File: src/rtl/core/tgs_pkg.sv
// Package with shared constants, types and functions of the trilinear grid sampler.
package tgs_pkg;

   localparam int MaxDim     = 32;
   localparam int IdxBits    = $clog2(MaxDim);
   localparam int SizeBits   = 6;
   localparam int ValueBits  = 32;
   localparam int CoordBits  = 24;
   localparam int FracBits   = 16;
   localparam int WeightBits = 18;
   localparam int BankDepth  = MaxDim * MaxDim * MaxDim / 8;
   localparam int BankAddrBits = $clog2(BankDepth);
   localparam int AddrBits   = 3 * IdxBits;
   localparam int CsrAddrBits = 4;

   localparam logic [CsrAddrBits-1:0] CsrSizeX = 4'd0;
   localparam logic [CsrAddrBits-1:0] CsrSizeY = 4'd4;
   localparam logic [CsrAddrBits-1:0] CsrSizeZ = 4'd8;

   typedef enum logic {
      ACT_WRITE  = 1'b0,
      ACT_SAMPLE = 1'b1
   } action_type;

   typedef struct packed {
      logic [IdxBits-1:0]    base;
      logic [WeightBits-1:0] frac;
   } axis_type;

   // Clamp a coordinate to zero..size, cap base at size minus two, return base and fraction.
   function automatic axis_type axis_setup(input logic signed [CoordBits-1:0] coord,
                                           input logic [SizeBits-1:0] size_raw);
      logic [SizeBits-1:0] size;
      logic [CoordBits-1:0] clamped;
      logic [CoordBits-1:0] hi;
      logic [CoordBits-FracBits-1:0] whole;
      logic [CoordBits-FracBits-1:0] cap;
      logic [CoordBits-FracBits-1:0] base;
      logic [CoordBits-1:0] frac;
      axis_type result;
      size = size_raw;
      if (size < SizeBits'(2)) size = SizeBits'(2);
      if (size > SizeBits'(MaxDim)) size = SizeBits'(MaxDim);
      hi = {(CoordBits-FracBits-SizeBits)'(0), size, FracBits'(0)};
      if (coord[CoordBits-1]) clamped = '0;
      else if (coord > $signed(hi)) clamped = hi;
      else clamped = coord;
      whole = clamped[CoordBits-1:FracBits];
      cap = (CoordBits-FracBits)'(size) - (CoordBits-FracBits)'(2);
      base = (whole > cap) ? cap : whole;
      frac = clamped - {base, FracBits'(0)};
      result.base = base[IdxBits-1:0];
      result.frac = frac[WeightBits-1:0];
      return result;
   endfunction

endpackage

File: src/rtl/core/tgs_blend.sv
// Blend stage: w0*a + w1*b rounded to Q16, products registered before the add.
module tgs_blend
   import tgs_pkg::*;
(
   input  logic                        clock,
   input  logic signed [39:0]          a_in_val,
   input  logic signed [39:0]          b_in_val,
   input  logic [WeightBits-1:0]       frac,
   output logic signed [39:0]          result
);

   logic signed [WeightBits+1:0] w0;
   logic signed [WeightBits+1:0] w1;
   logic signed [61:0] pa_ff;
   logic signed [61:0] pb_ff;
   logic signed [62:0] sum;
   logic signed [62:0] sum_r;

   // Weights: w1 is the fraction, w0 is one minus it (can go negative).
   assign w1 = $signed({2'b00, frac});
   assign w0 = $signed((WeightBits+2)'(1 << FracBits)) - w1;

   // Products registered before the add.
   always_ff @(posedge clock) begin
      pa_ff <= 62'(a_in_val * w0);
      pb_ff <= 62'(b_in_val * w1);
   end

   // Floor of (s + half) / 2^16 is an arithmetic shift.
   assign sum = 63'(pa_ff) + 63'(pb_ff);
   assign sum_r = sum + 63'(32768);
   assign result = 40'(sum_r >>> FracBits);

endmodule

File: config.mk
export PLATFORM = sky130hd
export DESIGN_NAME = tgs_blend
export DESIGN_NICKNAME = d
export VERILOG_FILES = /design/src/rtl/core/tgs_pkg.sv /design/src/rtl/core/tgs_blend.sv
export SDC_FILE = /design/constraint.sdc
export NUM_CORES = 2
export LEC_CHECK = 0
export BUFFER_PORTS_ARGS = -buffer_cell sky130_fd_sc_hd__buf_2
export CORE_MARGIN = 2
export CORE_UTILIZATION = 45
export DETAILED_ROUTE_END_ITERATION = 10
export GPL_TIMING_DRIVEN = 0
export SLEW_MARGIN = 40
export SYNTH_ARGS = -nofsm -noshare
export SYNTH_HDL_FRONTEND = slang
export SYNTH_SLANG_ARGS = --single-unit
File: constraint.sdc
create_clock -name clock -period 7.38 [get_ports clock]
set_input_delay 0 -clock clock [delete_from_list [all_inputs] [get_ports clock]]
set_output_delay 0 -clock clock [all_outputs]
set_load 0.05 [all_outputs]
==> out/metrics.csv <==
metric,value,unit
status,finished with violations,
violated checks,setup timing,
DRT Wirelength,169,mm
critical path's most frequent cell,fa_1,
CTS tree,yes,
Final ANT Viol Nets,0,
fin crit share,104,%
first-pass GRT wire length,262,mm
crit path from,frac[4],
Worst Hold Class,input port to flop,
crit path kind,input port to flop,
CTS HTree Levels,3,
Worst Tran Pin Value,932,ps
# IOs,139,
Syn Nets,7844,
Starting Density,45.2,%
Syn Area/Cell,9.02,µm²
setup violators final,21,
RSZ-0062 raised after global routing,yes,
crit-path max FO,4,
HPWL Detailed,143,mm
Via Count,40200,
slowest CP cell,fa_2,
chip width,350,µm
"EDFF count, synth",0,
vias in the first global route,43300,
vias per inst,5.19,
Die Ht,350,µm
DRC,0,
critical path endpoint category,flop,
Hold Fails Final Rpt,0,
count of cell types in the netlist,78,
standard-cell rows,127,
"FFs w/ async S/R, synth",0,%
Final nets,7986,
Routed wire per std cell,21.8,µm
Max Clk Rate,130,MHz
GP Congestion,0.975,
"Seq/Total Area, Yosys",4.15,%
root buf cell,clkbuf_16,
initial antenna violation count,13,
max-slew violation count,0,
drt first-iter violations,2920,
Synth Flop Type,dfxtp_1,
CP Data Required Time,7640,ps
gr usage total,28.5,%
fin crit period,7680,ps
Pre-antenna DRT Iters,6,
final core utilization,49.2,%
CTS Buf Count,9,
layout cells sized above 1,7.55,%
"Cell Area, Synth",54000,µm²
grt total ovfl,0,
crit path DAT,7940,ps
# clock sinks,112,
Clock Tree Buf Depth,2,
CP startpoint kind,input port,
final worst slack,-302,ps
"flops & latches, synth",112,
Post-Synthesis Cells,5985,
largest net degree at the start of global routing,21,
DIE AREA,123000,µm²
I/O Buffers,70,
Max-slew headroom,37.9,%
Crit path largest cell delay,590,ps
worst setup path end,pa_ff[53]$_DFF_P_,
setup slack at placement,-2440,ps
synth warn,0,
Area Overhead vs Synth,8.84,%
clk slew on worst S/H paths,80,ps
Core Footprint,119000,µm²
max cap viols,0,
[what timing repair did]
action                                 4_1_cts  5_1_grt
endpoints found under the hold margin        1        0
hold buffers                                 1        0
setup endpoints to repair                   46       45
cloned                                       1        0
setup buffers                               45       32
pin swaps                                   51       97
resized for setup                          197      229
[placed cells by master, fill, tap and decap left out, types with 9 or more instances in the layout]
master     count
and3_1        24
nand3_1       16
a21oi_1      100
o21a_1        22
o21ai_0       57
fa_1        1349
nand2_1      951
a21oi_2       19
buf_4         57
nand2_2        9
buf_12        11
o21bai_1      19
buf_2         80
nor3_1        19
dfxtp_1      112
inv_1       1385
xnor2_1      124
a21o_1        81
clkbuf_2      62
fa_2          19
or2_2         11
clkbuf_1     192
and2_1       551
ha_4          23
a211oi_1      17
buf_6         18
buf_1          9
xor2_1        38
ha_1         361
xnor2_2        9
nand4_1       24
clkbuf_16     13
nor2_1       111
nand2b_1      19
nor2b_1       12
[cell type report]
class,instances,area (µm²)
tap,1612,2020
buffer,309,1630
fill,11600,60700
clock buffer,9,225
inverter,1394,5240
sequential,112,2240
antenna,2,5.00
clock inverter,7,61.3
timing repair buffer,144,1010
multi-input combinational,4157,46300
[per-layer routing]
metal	share of wire (%)	global-route usage, %	wire, µm
met5	0.036	0	61
met4	3.8	9.20	6410
met3	9.4	6.36	15900
met2	46	45.3	76900
met1	41	38.9	69500
[logic make-up after synthesis]
family	Yosys count	synth area share [%]
AO/OA/AOI/OAI	423	5.31
flip-flops	112	4.15
AND/OR/NAND/NOR	1794	15.8
XOR/XNOR	180	2.93
buffers and inverters	1716	12.0
adder cells (fa/ha/maj)	1760	59.8
[worst max-delay path, delay by kind of cell]
family | cells | cell delay, ps
simple gates | 6 | 1490
xor+xnor | 2 | 430
fa+ha+maj | 8 | 3970
compound gates | 8 | 1470
buf+inv | 6 | 570
[sequential cells by signal, summed over array words and instances (netlist names)]
name / cells
pa_ff: 56
pb_ff: 56
[Yosys cell counts (11+ instances only)]
master    count  area share [%]
nor2b_1      15            0.17
xnor2_1     135             2.2
nand2_1     962             6.7
fa_1       1368              51
a21oi_1     119             1.1
nor3_1       20            0.19
nand4_1      24            0.28
dfxtp_1     112             4.2
or2_2        11            0.13
inv_1      1394             9.7
xor2_1       44            0.71
o21a_1       22            0.31
and2_1      559             6.5
a21o_1       81             1.1
ha_1        392             9.1
clkbuf_1    305             2.1
o21ai_0      64            0.59
o21bai_1     19            0.26
nand3_1      17            0.16
nor2_1      116            0.81
a211oi_1     19            0.26
nand2b_1     19            0.22
and3_1       25            0.29
[how the worst min path moves through the flow]
| stage | startpoint | to | slack [ps] | depth (start not counted) |
|---|---|---|---|---|
| after global placement | b_in_val[0] | pb_ff[0]$_DFF_P_ | 400 | 2 |
| after CTS | a_in_val[0] | pa_ff[0]$_DFF_P_ | 60 | 2 |
| after global routing | a_in_val[0] | pa_ff[0]$_DFF_P_ | 70 | 2 |
| final | a_in_val[0] | pa_ff[0]$_DFF_P_ | 70 | 2 |
| after detailed placement | b_in_val[0] | pb_ff[0]$_DFF_P_ | 390 | 2 |
| after floorplan | a_in_val[0] | pa_ff[0]$_DFF_P_ | 120 | 1 |
[metrics by stage]
step	cells	area [µm²]	TNS (ps)	hold slack, ps
floorplan	5985	54000	-109	122
global placement	7667	56400	-81710	401
detailed placement	7667	56400	-77590	392
CTS	7724	57800	-5210	56.5
global route	7745	58800	-6780	69.1
finish	7746	58800	-3180	72.2
Power is not shown: default switching activity piles up to over one toggle a cycle in this logic, so the estimate is an artifact.
